File: src/rtl/scic_pkg.sv
// ============================================================================
// scic_pkg - shared definitions for the slave clock impulse controller
// Mode codes, field widths and the command/status bundles that run between
// the controller and the datapath.
// ============================================================================
package scic_pkg;

    // Width of the stored minute count; 1 to 6.
    localparam int COUNT_BITS = 6;

    // Width of the minute count fields on the ports.
    localparam int CNT_PORT_W = 6;

    localparam int IN_DATA_W  = 24;
    localparam int OUT_DATA_W = 16;

    localparam logic [1:0] MODE_RUNNING = 2'd0;
    localparam logic [1:0] MODE_STOPPED = 2'd1;
    localparam logic [1:0] MODE_ADDING  = 2'd2;
    localparam logic [1:0] MODE_WAITING = 2'd3;

    typedef logic [COUNT_BITS-1:0] t_cnt;

    // Controller to datapath.
    typedef struct packed {
        logic step;   // take the accepted beat and update the clock state
        logic emit;   // load the next result into the output register
    } t_cmd;

    // Datapath to controller.
    typedef struct packed {
        logic out_free;   // output register can take a result this cycle
        logic emit_last;  // the next result to emit ends the run
    } t_stat;

endpackage

File: src/rtl/scic_ctrl.sv
// ============================================================================
// scic_ctrl - sequencer of the slave clock impulse controller
// Takes one input beat while idle, then, while the output register is free,
// issues one result a cycle until the last result of that beat is in it.
// ============================================================================
module scic_ctrl (
    input  logic            i_clk,
    input  logic            i_rst_n,
    input  logic            i_in_valid,
    output logic            o_in_ready,
    output scic_pkg::t_cmd  o_cmd,
    input  scic_pkg::t_stat i_stat
);

    localparam logic ST_IDLE = 1'b0;
    localparam logic ST_EMIT = 1'b1;

    logic r_state;
    logic n_state;

    assign o_in_ready = (r_state == ST_IDLE);

    always_comb begin
        o_cmd.step = 1'b0;
        o_cmd.emit = 1'b0;
        n_state    = r_state;
        unique case (r_state)
            ST_IDLE: begin
                if (i_in_valid) begin
                    o_cmd.step = 1'b1;
                    n_state    = ST_EMIT;
                end
            end
            ST_EMIT: begin
                if (i_stat.out_free) begin
                    o_cmd.emit = 1'b1;
                    if (i_stat.emit_last) begin
                        n_state = ST_IDLE;
                    end
                end
            end
        endcase
    end

    always_ff @(posedge i_clk) begin
        if (!i_rst_n) begin
            r_state <= ST_IDLE;
        end else begin
            r_state <= n_state;
        end
    end

endmodule

File: src/rtl/scic_dp.sv
// ============================================================================
// scic_dp - datapath of the slave clock impulse controller
// Holds mode, minute count, last seen time and coil polarity, counts the
// pulses of a run and owns the output register.
// ============================================================================
module scic_dp (
    input  logic                             i_clk,
    input  logic                             i_rst_n,
    input  scic_pkg::t_cmd                   i_cmd,
    input  logic                             i_opcode,
    input  logic [scic_pkg::IN_DATA_W-1:0]   i_in_data,
    input  logic                             i_out_ready,
    output logic                             o_out_valid,
    output logic [scic_pkg::OUT_DATA_W-1:0]  o_out_data,
    output logic                             o_out_user,
    output logic                             o_out_last,
    output scic_pkg::t_stat                  o_stat
);

    // Unpacked input fields.
    logic       rtc_error;
    logic [5:0] second_now;
    logic [5:0] minute_now;
    logic [1:0] new_mode;
    logic       load_count;
    logic [5:0] new_count;

    assign rtc_error  = i_in_data[0];
    assign second_now = i_in_data[6:1];
    assign minute_now = i_in_data[12:7];
    assign new_mode   = i_in_data[14:13];
    assign load_count = i_in_data[15];
    assign new_count  = i_in_data[21:16];

    logic [1:0]     r_mode,        n_mode;
    scic_pkg::t_cnt r_count,       n_count;
    logic [5:0]     r_seen_second, n_seen_second;
    logic [5:0]     r_seen_minute, n_seen_minute;
    logic           r_polarity,    n_polarity;
    scic_pkg::t_cnt r_pulses_left, n_pulses_left;

    logic           r_out_valid;
    logic           r_out_pulse;
    logic           r_out_line;
    logic [1:0]     r_out_mode;
    scic_pkg::t_cnt r_out_count;
    logic           r_out_last;

    logic           pulse_due;
    logic           run_ends;

    assign pulse_due = (r_pulses_left != '0);
    assign run_ends  = (r_pulses_left <= scic_pkg::t_cnt'(1));

    assign o_stat.out_free  = !r_out_valid || i_out_ready;
    assign o_stat.emit_last = run_ends;

    always_comb begin
        n_mode        = r_mode;
        n_count       = r_count;
        n_seen_second = r_seen_second;
        n_seen_minute = r_seen_minute;
        n_polarity    = r_polarity;
        n_pulses_left = r_pulses_left;
        priority if (i_cmd.step) begin
            n_pulses_left = '0;
            if (i_opcode) begin
                n_mode = new_mode;
                if (load_count) begin
                    n_count = new_count[scic_pkg::COUNT_BITS-1:0];
                end
            end else if (!rtc_error && (second_now != r_seen_second)) begin
                n_seen_second = second_now;
                unique case (r_mode)
                    scic_pkg::MODE_RUNNING: begin
                        if (minute_now != r_seen_minute) begin
                            n_seen_minute = minute_now;
                            n_pulses_left = scic_pkg::t_cnt'(1);
                        end
                    end
                    scic_pkg::MODE_STOPPED: begin
                    end
                    scic_pkg::MODE_ADDING: begin
                        n_pulses_left = r_count;
                        n_mode        = scic_pkg::MODE_RUNNING;
                    end
                    scic_pkg::MODE_WAITING: begin
                        // An empty wait count releases the clock at once.
                        if (r_count == '0) begin
                            n_mode = scic_pkg::MODE_RUNNING;
                        end else if (minute_now != r_seen_minute) begin
                            n_seen_minute = minute_now;
                            n_count       = r_count - scic_pkg::t_cnt'(1);
                            if (r_count == scic_pkg::t_cnt'(1)) begin
                                n_mode = scic_pkg::MODE_RUNNING;
                            end
                        end
                    end
                endcase
            end
        end else if (i_cmd.emit && pulse_due) begin
            n_pulses_left = r_pulses_left - scic_pkg::t_cnt'(1);
            n_polarity    = ~r_polarity;
        end else begin
        end
    end

    always_ff @(posedge i_clk) begin
        if (!i_rst_n) begin
            r_mode        <= scic_pkg::MODE_RUNNING;
            r_count       <= '0;
            r_seen_second <= '0;
            r_seen_minute <= '0;
            r_polarity    <= 1'b0;
            r_pulses_left <= '0;
            r_out_valid   <= 1'b0;
        end else begin
            r_mode        <= n_mode;
            r_count       <= n_count;
            r_seen_second <= n_seen_second;
            r_seen_minute <= n_seen_minute;
            r_polarity    <= n_polarity;
            r_pulses_left <= n_pulses_left;
            if (i_cmd.emit) begin
                r_out_valid <= 1'b1;
            end else if (i_out_ready) begin
                r_out_valid <= 1'b0;
            end
        end
    end

    // Result payload; mode and count already stand as after the whole step.
    always_ff @(posedge i_clk) begin
        if (i_cmd.emit) begin
            r_out_pulse <= pulse_due;
            r_out_line  <= pulse_due & ~r_polarity;
            r_out_mode  <= r_mode;
            r_out_count <= r_count;
            r_out_last  <= run_ends;
        end
    end

    assign o_out_valid = r_out_valid;
    assign o_out_user  = r_out_pulse;
    assign o_out_last  = r_out_last;
    assign o_out_data  = {7'b0, scic_pkg::CNT_PORT_W'(r_out_count), r_out_mode, r_out_line};

endmodule

File: src/rtl/slave_clock_impulse_controller.sv
// ============================================================================
// slave_clock_impulse_controller - minute-impulse slave clock driver
// Turns clock samples and mode commands into coil drive pulses of
// alternating polarity, with running, stopped, adding and waiting modes.
// ============================================================================
//
//  Channel  | Direction | tdata (lowest bit up)                   | tuser       | tlast
//  ---------+-----------+-----------------------------------------+-------------+------------
//  s_axis   | in        | rtc_error, second_now, minute_now,      | opcode      | -
//           |           | new_mode, load_count, new_count, 2'b0   |             |
//  m_axis   | out       | pulse_line, mode_now, count_left, 7'b0  | pulse_valid | last_of_run
//
// An input beat is taken while the sequencer is idle. Its results then go
// into the output register one per cycle while the output side does not
// stall; a beat that drives k pulses gives k results and any other beat one
// result, and the pulse counter of the datapath counts the run.
// A stall on the output side holds the output register and stops the run;
// a finished result may wait there while the next input beat is taken.
// Reset is synchronous and active low and returns the clock to running mode
// with the next pulse on line B.
//
// The sequencer (scic_ctrl) decides when to take a beat and when to emit a
// result. The datapath (scic_dp) applies the mode rules, keeps the last seen
// second and minute, counts down the pulses of an adding run and flips the
// coil polarity after every pulse. Mode and count in each result reflect the
// state after the whole input beat has been applied.
// ============================================================================
module slave_clock_impulse_controller (
    input  logic                             i_clk,
    input  logic                             i_rst_n,
    input  logic                             s_axis_tvalid,
    output logic                             s_axis_tready,
    // rtc_error, second_now, minute_now, new_mode, load_count, new_count
    input  logic [scic_pkg::IN_DATA_W-1:0]   s_axis_tdata,
    // opcode
    input  logic [0:0]                       s_axis_tuser,
    output logic                             m_axis_tvalid,
    input  logic                             m_axis_tready,
    // pulse_line, mode_now, count_left
    output logic [scic_pkg::OUT_DATA_W-1:0]  m_axis_tdata,
    // pulse_valid
    output logic [0:0]                       m_axis_tuser,
    output logic                             m_axis_tlast
);

    scic_pkg::t_cmd  cmd;
    scic_pkg::t_stat stat;

    scic_ctrl u_ctrl (
        .i_clk      (i_clk),
        .i_rst_n    (i_rst_n),
        .i_in_valid (s_axis_tvalid),
        .o_in_ready (s_axis_tready),
        .o_cmd      (cmd),
        .i_stat     (stat)
    );

    scic_dp u_dp (
        .i_clk       (i_clk),
        .i_rst_n     (i_rst_n),
        .i_cmd       (cmd),
        .i_opcode    (s_axis_tuser[0]),
        .i_in_data   (s_axis_tdata),
        .i_out_ready (m_axis_tready),
        .o_out_valid (m_axis_tvalid),
        .o_out_data  (m_axis_tdata),
        .o_out_user  (m_axis_tuser[0]),
        .o_out_last  (m_axis_tlast),
        .o_stat      (stat)
    );

endmodule

File: config.mk
export PLATFORM = sky130hd
export DESIGN_NAME = slave_clock_impulse_controller
export DESIGN_NICKNAME = d
export VERILOG_FILES = /design/src/rtl/scic_pkg.sv /design/src/rtl/scic_ctrl.sv /design/src/rtl/scic_dp.sv /design/src/rtl/slave_clock_impulse_controller.sv
export SDC_FILE = /design/constraint.sdc
export NUM_CORES = 1
export LEC_CHECK = 0
export ABC_AREA = 1
export ABC_CLOCK_PERIOD_IN_PS = 1500
export BUFFER_PORTS_ARGS = -buffer_cell sky130_fd_sc_hd__buf_2
export CORE_AREA = 2 2 70 72
export CTS_CLUSTER_SIZE = 16
export DETAILED_ROUTE_END_ITERATION = 10
export DIE_AREA = 0 0 72 74
export MAX_ROUTING_LAYER = met4
export PLACE_DENSITY = 0.76
export SLEW_MARGIN = 20
export SYNTH_ARGS = -nofsm -noshare
export SYNTH_HDL_FRONTEND = slang
export SYNTH_HIERARCHICAL = 1
export SYNTH_SLANG_ARGS = --single-unit
export TNS_END_PERCENT = 10
File: constraint.sdc
create_clock -name i_clk -period 1.5 [get_ports i_clk]
set_input_delay 0.15 -clock i_clk [delete_from_list [all_inputs] [get_ports i_clk]]
set_output_delay 0.15 -clock i_clk [all_outputs]
set_load 0.05 [all_outputs]
==> results.py, run 1 <==
metrics = {
    "synthesis": {
        "synth_area_leaders": "dfxtp_1 26%, nand2_1 15%, edfxtp_1 15%",
        "ys_ff_latch": 40,
        "synth_ff_type": "dfxtp_1",
        "avgSynthCellArea_sq_um": 6.96,
        "synth_top_area_share_pct": 25.9,
        "syn_inst": 322,
        "synth_warnings": 6,
        "yosysSeqAreaShare_pct": 40.7,
        "synth_edf_count": 11,
        "synthArstFlopShare_pct": 0,
        "synth_area_sq_mm": 0.00224,
        "synth_top_area_cell": "dfxtp_1",
        "yosysUniqueCellTypes": 27,
    },
    "sta": {
        "fin_setup_tns_ps": 0,
        "post-route-min-period_ps": 1450,
        "slew_viol_final": 0,
        "fin_worst_skew_ps": 8.04,
        "finalCritPeriodShare_pct": 96.9,
        "setup_violations": 0,
        "hold_violations": 0,
        "hold_ws_ps": 121,
        "max_freq_mhz": 688,
    },
    "detailed_routing": {
        "ant_nets": 0,
        "drc": 0,
        "vias": 2079,
        "wirelength_mm": 4.61,
        "drtIter0Drc": 173,
        "drt-pass1-iter-count": 4,
        "vias_per_cell": 4.88,
        "wl_per_cell_um": 10.8,
    },
    "placement": {
        "place_area_sq_mm": 0.00250,
        "place_congestion": 0.854,
        "hpwl_mm": 3.30,
        "portBuffers": 39,
    },
    "clock_tree": {
        "clk_latency_ps": 290,
        "clock-sinks": 40,
        "htree_num_levels": 2,
        "clockBufferDepth": 2,
        "path_clk_slew_ps": 80,
        "cts_tree": "built",
        "root_buffer": "clkbuf_8",
        "cts_buffers": 5,
    },
    "global_routing": {
        "grt_pass1_wl_mm": 7.36,
        "track_usage_pct": 17.9,
        "antenna_found_initial": 0,
        "grt_pass1_vias": 1808,
        "overflow": 0,
        "grt_max_degree": 28,
    },
    "die": {
        "io_pins": 49,
        "start_util_pct": 48.7,
        "coreArea_sq_mm": 0.00460,
        "dieWidth_um": 72,
        "std_cell_rows": 25,
        "die-area_sq_mm": 0.00533,
        "dieHeight_um": 74,
    },
    "critical_path": {
        "arrival_ps": 1640,
        "criticalPathCategory": "reg -> reg",
        "cp.required_ps": 1690,
        "crit_path_end_kind": "flop",
        "crit_fanout": 5,
        "startpoint_type": "flop",
    },
    "power": {
        "power_density_mw_per_mm2": 1080,
        "leakagePower_uw": 0.00133,
        "peakVddDrop_uv": 491,
        "total_power_uw": 2910,
    },
    "layout": {
        "syn_to_final_growth_pct": 20.8,
        "layout_commonest_cell": "nand2_1",
        "utilization_pct": 58.9,
        "layout-drive-gt1-share_pct": 25.3,
        "fin_area_sq_mm": 0.00271,
        "nFillCells": 419,
        "antenna_cells": 0,
        "nets": 406,
        "mostFrequentLayoutCells": "89 x nand2_1, 40 x inv_1, 39 x buf_2",
    },
    "run": {
        "maxCapViolCount": 0,
    },
    "run_status": {
        "run_status": "complete, no violations",
    },
    "hold_path": {
        "hp-class": "in -> reg",
    },
}
==> final timing paths <==
check                             start                     to  slack, ps  cells after the start
setup reg to reg  u_dp/r_seen_minute[2]        u_dp/r_count[1]         50                     11
hold / removal            m_axis_tready       u_dp/o_out_valid        120                      4
setup / recovery  u_dp/r_seen_minute[2]        u_dp/r_count[1]         50                     11
hold reg to reg   u_dp/r_seen_second[0]  u_dp/r_seen_second[0]        460                      2
==> repair_timing <==
action | in CTS | in global routing
gates resized for setup | 0 | 23
setup buffers | 0 | 2
endpoints found under the setup margin | 0 | 24
hold buffers | 0 | 0
==> per-stage QoR <==
stage | setup slack (ps) | cells
after floorplan | 74.8 | 328
after global placement | 75.4 | 417
after detailed placement | 55.5 | 417
after CTS | 27.6 | 425
after global routing | -33.3 | 426
final | 45.9 | 426
==> flip-flops by register name, summed over array words and instances, names as in the netlist <==
signal / count
u_dp/o_out_last: 1
u_dp/r_pulses_left: 6
u_dp/r_out_count: 6
u_dp/r_mode: 2
u_dp/r_polarity: 1
u_dp/o_out_valid: 1
u_dp/o_out_user: 1
u_ctrl/r_state: 1
u_dp/r_out_mode: 2
u_dp/r_seen_second: 6
u_dp/r_out_line: 1
u_dp/r_count: 6
u_dp/r_seen_minute: 6
==> layout make-up <==
class,instances,area [sq um],area share (%)
inverter,48,183,6.75
timing repair buffer,50,294,10.9
tap,54,67.6,2.50
multi-input combinational,226,1140,42.1
clock inverter,3,37.5,1.39
clock buffer,5,68.8,2.54
sequential,40,916,33.8
==> where the power goes <==
group          internal, uW  switching [uW]  leakage (uW)  total, uW
registers              1210            58.3      0.000344       1270
logic                   258             517      0.000937        776
clock network           485             379     0.0000532        864
==> worst max-delay path, cell delays in order (launching register included) <==
cell     delay (ps)
dfxtp_2         350
inv_1            40
nand2_1          50
nand2_1          60
nor2_2          120
nand3_2         140
nand2_1         110
nand2_2         110
nand2_4         120
inv_2            60
nor2_1          120
nor2_1           60
==> cells by family (layout without fill, tap and decap cells) <==
| family | Yosys count | count (layout) | synth area share (%) |
|---|---|---|---|
| other | 1 | 7 | 0.167 |
| xor gates and xnor gates | 5 | 5 | 1.96 |
| AOI/OAI and AO/OA | 45 | 45 | 10.7 |
| and+or+nand+nor | 163 | 163 | 30.7 |
| DFF | 40 | 40 | 40.7 |
| adders and majority gates | 6 | 6 | 3.35 |
| buffers and inverters | 62 | 106 | 12.5 |
==> synthesized netlist by cell type (3+ instances only) <==
cell type and count:
nand2_2 6, dfxtp_1 29, o21ai_0 7, nand2_1 91, edfxtp_1 11, nor2_1 40, nand3_1 15, nor2_2 7
buf_4 10, o21ai_1 13, xor2_1 3, inv_2 6, ha_1 6, a21oi_1 20, inv_1 42
==> layer usage <==
layer / vias to the layer above / track usage, % / routed length [um]
li1: 1084 / - / -
met4: 0 / 6.71 / 41
met5: - / - / 0
met3: 4 / 3.12 / 254
met1: 937 / 21.6 / 2050
met2: 54 / 30.2 / 2270
No activity file was read; power rests on OpenSTA's default activity.
==> inputs of run 2 (changes only) <==
--- a/config.mk
+++ b/config.mk
@@ -5,15 +5,15 @@
 export SDC_FILE = /design/constraint.sdc
 export NUM_CORES = 1
 export LEC_CHECK = 0
-export ABC_AREA = 1
+export ABC_AREA = 0
 export ABC_CLOCK_PERIOD_IN_PS = 1500
-export BUFFER_PORTS_ARGS = -buffer_cell sky130_fd_sc_hd__buf_2
-export CORE_AREA = 2 2 70 72
+export CORE_AREA = 2 2 68 70
 export CTS_CLUSTER_SIZE = 16
 export DETAILED_ROUTE_END_ITERATION = 10
-export DIE_AREA = 0 0 72 74
+export DIE_AREA = 0 0 70 72
+export DONT_BUFFER_PORTS = 1
 export MAX_ROUTING_LAYER = met4
-export PLACE_DENSITY = 0.76
+export PLACE_DENSITY_LB_ADDON = 0.12
 export SLEW_MARGIN = 20
 export SYNTH_ARGS = -nofsm -noshare
 export SYNTH_HDL_FRONTEND = slang
==> run 2 against run 1 <==
The run now ends with setup timing left. Worst hold slack got worse by 110 ps. Count of clock-buffer cells in the layout did not move. Total power increased by 0.51%. Critical path depth shrank 5. Flip-flop and latch count is the same.
==> results.py, run 2 <==
metrics = {
    "run_status": {
        "run_status": "complete, but fails checks",
        "violations": "setup timing",
    },
    "synthesis": {
        "synth_edf_count": 11,
        "avgSynthCellArea_sq_um": 9.46,
        "synth_top_area_share_pct": 28.0,
        "synth_warnings": 6,
        "synth_top_area_cell": "dfxtp_1",
        "ys_top_cells_by_count": "36 x nor2_1, 29 x dfxtp_1, 19 x a21oi_1",
        "synth_ff_type": "dfxtp_1",
        "yosysUniqueCellTypes": 48,
        "yosysSeqAreaShare_pct": 44.0,
        "synth_area_sq_mm": 0.00207,
        "synthArstFlopShare_pct": 0,
        "syn_inst": 219,
        "synth_most_common_cell": "nor2_1",
        "synth_area_leaders": "dfxtp_1 28%, edfxtp_1 16%, nor2_1 6.5%",
        "ys_ff_latch": 40,
    },
    "die": {
        "start_util_pct": 48.6,
        "dieHeight_um": 72,
        "coreArea_sq_mm": 0.00426,
        "dieWidth_um": 70,
        "std_cell_rows": 24,
        "die-area_sq_mm": 0.00504,
        "io_pins": 49,
    },
    "sta": {
        "hold_ws_ps": 6.78,
        "hold_violations": 0,
        "tightestPinTransition_ps": 675,
        "slew_viol_final": 0,
        "worst_slack_ps": -264,
        "post-route-min-period_ps": 1760,
        "rsz0062_at_grt": "true",
        "slew-limit-headroom_pct": 55.0,
        "fin_worst_skew_ps": 3.91,
        "max_freq_mhz": 567,
        "setup_violations": 24,
        "finalCritPeriodShare_pct": 118,
    },
    "detailed_routing": {
        "drt-pass1-iter-count": 4,
        "drtIter0Drc": 96,
        "wl_per_cell_um": 15.4,
        "wirelength_mm": 4.86,
        "vias_per_cell": 5.38,
        "vias": 1694,
        "ant_nets": 0,
        "drc": 0,
    },
    "critical_path": {
        "criticalPathCategory": "reg -> reg",
        "crit_fanout": 6,
        "cp.depth": 6,
        "timing.rr.start": "u_dp/r_seen_second[0]",
        "arrival_ps": 1950,
        "cp.required_ps": 1690,
        "critPathBufInv": 0,
        "crit_family": "compound AO/OA/AOI/OAI gates",
        "reg2reg_depth": 6,
        "cp-startpoint": "u_dp/r_seen_second[0]",
        "worstPathCellList": "xor2_1, nor2_1, a311o_4, o21ai_4, nor2_1, a2111oi_2",
        "crit_slowest_cell": "a311o_4",
        "regToRegSetupSlack_ps": -260,
        "crit_end": "u_dp/r_count[0]",
        "r2r_end": "u_dp/r_count[0]",
        "crit_path_end_kind": "flop",
        "slowest_delay_ps": 430,
        "startpoint_type": "flop",
        "crit_top_cell": "nor2_1",
    },
    "layout": {
        "utilization_pct": 61.6,
        "layout_commonest_cell": "buf_4",
        "layout-drive-gt1-share_pct": 30.4,
        "mostFrequentLayoutCells": "38 x buf_4, 34 x nor2_1, 21 x dfxtp_1",
        "nets": 297,
        "antenna_cells": 0,
        "nFillCells": 374,
        "syn_to_final_growth_pct": 26.8,
    },
    "placement": {
        "portBuffers": 0,
        "hpwl_mm": 3.48,
        "place_congestion": 0.831,
        "post-place-ws_ps": -303,
    },
    "global_routing": {
        "grt_pass1_vias": 1706,
        "overflow": 0,
        "grt_max_degree": 21,
        "antenna_found_initial": 0,
        "grt_pass1_wl_mm": 7.88,
        "track_usage_pct": 20.8,
    },
    "clock_tree": {
        "cts_buffers": 5,
        "clk_latency_ps": 290,
        "clock-sinks": 40,
        "root_buffer": "clkbuf_8",
        "cts_tree": "built",
        "htree_num_levels": 2,
        "path_clk_slew_ps": 80,
        "clockBufferDepth": 2,
    },
    "power": {
        "total_power_uw": 2930,
        "peakVddDrop_uv": 448,
        "power_density_mw_per_mm2": 1110,
        "leakagePower_uw": 0.00106,
    },
    "run": {
        "maxCapViolCount": 0,
    },
    "hold_path": {
        "hp-class": "in -> reg",
    },
}
==> run 2: changes by cell type after synthesis, moves of 6 or more <==
cell and delta:
xnor2_1 +8, mux2i_1 +13, inv_2 -6, nor2_2 -7
o21ai_1 -12, inv_1 -34, nand2_1 -78, nand3_1 -12
nand2_2 -6
==> run 2: how the worst min path moves through the flow <==
stage                                from                     to  slack, ps  depth (start not counted)
after CTS                         i_rst_n        u_dp/r_count[5]          1                          2
after global routing              i_rst_n  u_dp/r_pulses_left[0]         10                          2
after floorplan           s_axis_tdata[1]  u_dp/r_seen_second[0]        290                          2
after global placement       s_axis_tuser        u_dp/r_count[5]        270                          1
after detailed placement     s_axis_tuser        u_dp/r_count[5]        280                          1
final                     s_axis_tdata[5]  u_dp/r_seen_second[4]          7                          2
==> run 2: final cells by class <==
| type | instances | area, sq um | share of cell area (%) |
|---|---|---|---|
| multi-input combinational | 162 | 1130 | 43.0 |
| sequential | 40 | 923 | 35.2 |
| timing repair buffer | 45 | 368 | 14.0 |
| clock buffer | 5 | 68.8 | 2.62 |
| tap | 52 | 65.1 | 2.48 |
| clock inverter | 3 | 42.5 | 1.62 |
| inverter | 8 | 30.0 | 1.14 |
==> run 2: metrics by stage <==
stage | cells | area, sq um | setup TNS [ps]
after detailed placement | 298 | 2350 | -4970
after floorplan | 225 | 2120 | -2520
after global placement | 298 | 2350 | -3870
final | 315 | 2630 | -4790
after CTS | 311 | 2530 | -5320
after global routing | 315 | 2630 | -7200
==> run 2: timing repair <==
action,4_1_cts,5_1_grt
buffers inserted,1,4
resized for setup,4,14
hold endpoints to repair,8,0
pin swaps,11,10
hold buffers,4,0
endpoints found under the setup margin,26,27
==> run 2: routing by layer <==
layer  vias to the layer above  wire (um)  track usage (%)
met5                         -          0                -
met4                         0        116             8.76
met3                        14        276             5.56
met2                        55       2380             33.7
met1                       789       2090             24.9
li1                        836          -                -
==> run 2: power by group <==
part	leakage (uW)	switching (uW)	internal (uW)
combinational	0.000663	370	312
clock	0.0000541	380	492
sequential	0.000346	158	1210
total	0.00106	908	2020
==> run 2: worst reg2reg max path: cells and delay by family (launching register included) <==
kind | cells | cell delay (ps)
XOR/XNOR | 1 | 150
flip-flops | 1 | 360
AND/OR/NAND/NOR | 2 | 170
AO/OA/AOI/OAI | 3 | 980
==> run 2: logic make-up after synthesis <==
group | Yosys count | synth area share [%]
muxes | 13 | 6.28
and+or+nand+nor | 73 | 17.5
other | 1 | 0.181
buffers and inverters | 23 | 6.16
xor gates and xnor gates | 16 | 6.77
AOI/OAI and AO/OA | 47 | 15.5
adders and majority gates | 6 | 3.63
DFF | 40 | 44.0
==> inputs of run 3 (changes only) <==
--- a/config.mk
+++ b/config.mk
@@ -8,6 +8,7 @@
 export ABC_AREA = 0
 export ABC_CLOCK_PERIOD_IN_PS = 1500
 export CORE_AREA = 2 2 68 70
+export CTS_CLUSTER_DIAMETER = 40
 export CTS_CLUSTER_SIZE = 16
 export DETAILED_ROUTE_END_ITERATION = 10
 export DIE_AREA = 0 0 70 72
==> constraint.sdc (replaced) <==
create_clock -name i_clk -period 1.5 [get_ports i_clk]
set_input_delay 0.45 -clock i_clk [delete_from_list [all_inputs] [get_ports i_clk]]
set_output_delay 0.45 -clock i_clk [all_outputs]
set_load 0.05 [all_outputs]
==> run 3 against run 2 <==
The run still ends with setup timing left. Cell area did not move. Utilization did not move. Non-clock buffer count fell by 6. Die area did not move. Global-route usage fell by 0.32 points. Clock power barely moved. Flip-flop and latch count did not move. Critical path depth rose by 1. Register-to-register slack improved by 30 ps. Worst hold slack improved by 260 ps. Critical path type unchanged. Largest power group unchanged.
==> results.py, run 3 (synthesized netlist as in run 2, its figures left out) <==
metrics = {
    "run_status": {
        "run_status": "complete, but fails checks",
        "violations": "setup timing",
    },
    "detailed_routing": {
        "wl_per_cell_um": 15.6,
        "wirelength_mm": 4.81,
        "ant_nets": 0,
        "drt-pass1-iter-count": 4,
        "drc": 0,
        "drtIter0Drc": 167,
        "vias": 1697,
        "vias_per_cell": 5.49,
    },
    "power": {
        "leakagePower_uw": 0.00105,
        "peakVddDrop_uv": 785,
        "power_density_mw_per_mm2": 1120,
    },
    "layout": {
        "multi_input_area_sq_mm": 0.00117,
        "mostFrequentLayoutCells": "35 x buf_4, 35 x nor2_1, 18 x dfxtp_1",
        "fin_cells": 309,
        "nets": 291,
        "seq_area_sq_um": 925,
        "nFillCells": 366,
        "syn_to_final_growth_pct": 26.8,
        "layout-drive-gt1-share_pct": 32.7,
        "antenna_cells": 0,
    },
    "critical_path": {
        "crit_path_end_kind": "flop",
        "crit_slowest_cell": "a311o_4",
        "cp.required_ps": 1730,
        "crit_fanout": 6,
        "startpoint_type": "flop",
        "criticalPathCategory": "reg -> reg",
        "arrival_ps": 1970,
        "crit_family": "compound AO/OA/AOI/OAI gates",
        "slowest_delay_ps": 460,
        "critPathBufInv": 1,
        "worstPathCellList": "xor2_2, nor2_2, a311o_4, buf_6, nor3b_4, a21oi_1, nor2_1",
    },
    "global_routing": {
        "grt_max_degree": 17,
        "track_usage_pct": 20.5,
        "antenna_found_initial": 0,
        "grt_pass1_vias": 1755,
        "grt_pass1_wl_mm": 7.91,
        "overflow": 0,
    },
    "clock_tree": {
        "cts_buffers": 5,
        "holdBufCountCts": 0,
        "clock-sinks": 40,
        "clockBufferDepth": 2,
        "cts_tree": "built",
        "root_buffer": "clkbuf_8",
        "clk_latency_ps": 290,
        "path_clk_slew_ps": 80,
        "htree_num_levels": 2,
    },
    "placement": {
        "hpwl_mm": 3.49,
        "portBuffers": 0,
        "place_congestion": 0.874,
        "dpl.cell_count": 297,
    },
    "sta": {
        "fin_worst_skew_ps": 8.75,
        "setup_violations": 23,
        "post-route-min-period_ps": 1740,
        "slew_viol_final": 0,
        "max_freq_mhz": 576,
        "finalCritPeriodShare_pct": 116,
        "hold_ws_ps": 263,
        "worst_slack_ps": -236,
        "rsz0062_at_grt": "true",
        "hold_violations": 0,
    },
    "die": {
        "die-area_sq_mm": 0.00504,
        "coreArea_sq_mm": 0.00426,
        "dieHeight_um": 72,
        "std_cell_rows": 24,
        "io_pins": 49,
        "dieWidth_um": 70,
        "start_util_pct": 48.6,
    },
    "run": {
        "maxCapViolCount": 0,
    },
    "hold_path": {
        "hp-class": "in -> reg",
    },
}
[run 3: worst paths after layout]
path	start	end	slack (ps)	cells past startpoint
max	u_dp/r_seen_second[5]	u_dp/r_pulses_left[1]	-240	7
min	s_axis_tuser	u_dp/r_count[5]	260	1
max reg2reg	u_dp/r_seen_second[5]	u_dp/r_pulses_left[1]	-240	7
min reg2reg	u_dp/r_seen_second[1]	u_dp/r_seen_second[1]	500	2
[run 3: worst reg2reg max path, delay by kind of cell (launching register included)]
| kind | cells | cell delay, ps |
|---|---|---|
| AO/OA/AOI/OAI | 2 | 570 |
| flip-flops | 1 | 350 |
| XOR/XNOR | 1 | 150 |
| AND/OR/NAND/NOR | 3 | 480 |
| buffers and inverters | 1 | 140 |
[run 3: per-stage QoR]
step                setup WS, ps  util, %  power [uW]  setup TNS [ps]  cell area (sq um)
floorplan                   -263        -        1840           -4400               2110
global route                -353     61.6        3100           -5840               2630
global placement            -331     55.2        2000           -6030               2350
detailed placement          -372     55.2        2020           -6690               2350
finish                      -236     61.6        2950           -3610               2630
CTS                         -236     59.6        2940           -3650               2540
[run 3: final cells by class]
| type | instances | area share (%) |
|---|---|---|
| Clock buffer | 5 | 2.62 |
| Clock inverter | 3 | 1.62 |
| Timing Repair Buffer | 39 | 12.1 |
| Inverter | 8 | 1.29 |
| Sequential cell | 40 | 35.2 |
| Tap cell | 52 | 2.48 |
| Multi-Input combinational cell | 162 | 44.7 |
[run 3: what timing repair did]
| action | CTS | global route |
|---|---|---|
| setup buffers | 2 | 2 |
| pin swaps | 9 | 12 |
| resized for setup | 17 | 14 |
| endpoints found under the setup margin | 28 | 27 |
[run 3: power by group]
part           internal (uW)  total (uW)  switching [uW]
Sequential              1220        1380             165
Clock                    492         875             382
Combinational            316         700             384
Total                   2020        2950             931
[run 3: per-layer routing]
metal  routed length, um  global-route usage, %  vias up
met5                   0                      -        -
met4                  44                   6.84        0
met3                 319                   5.28        4
met2                2470                   35.7       54
met1                1980                   23.2      816
li1                    -                      -      823
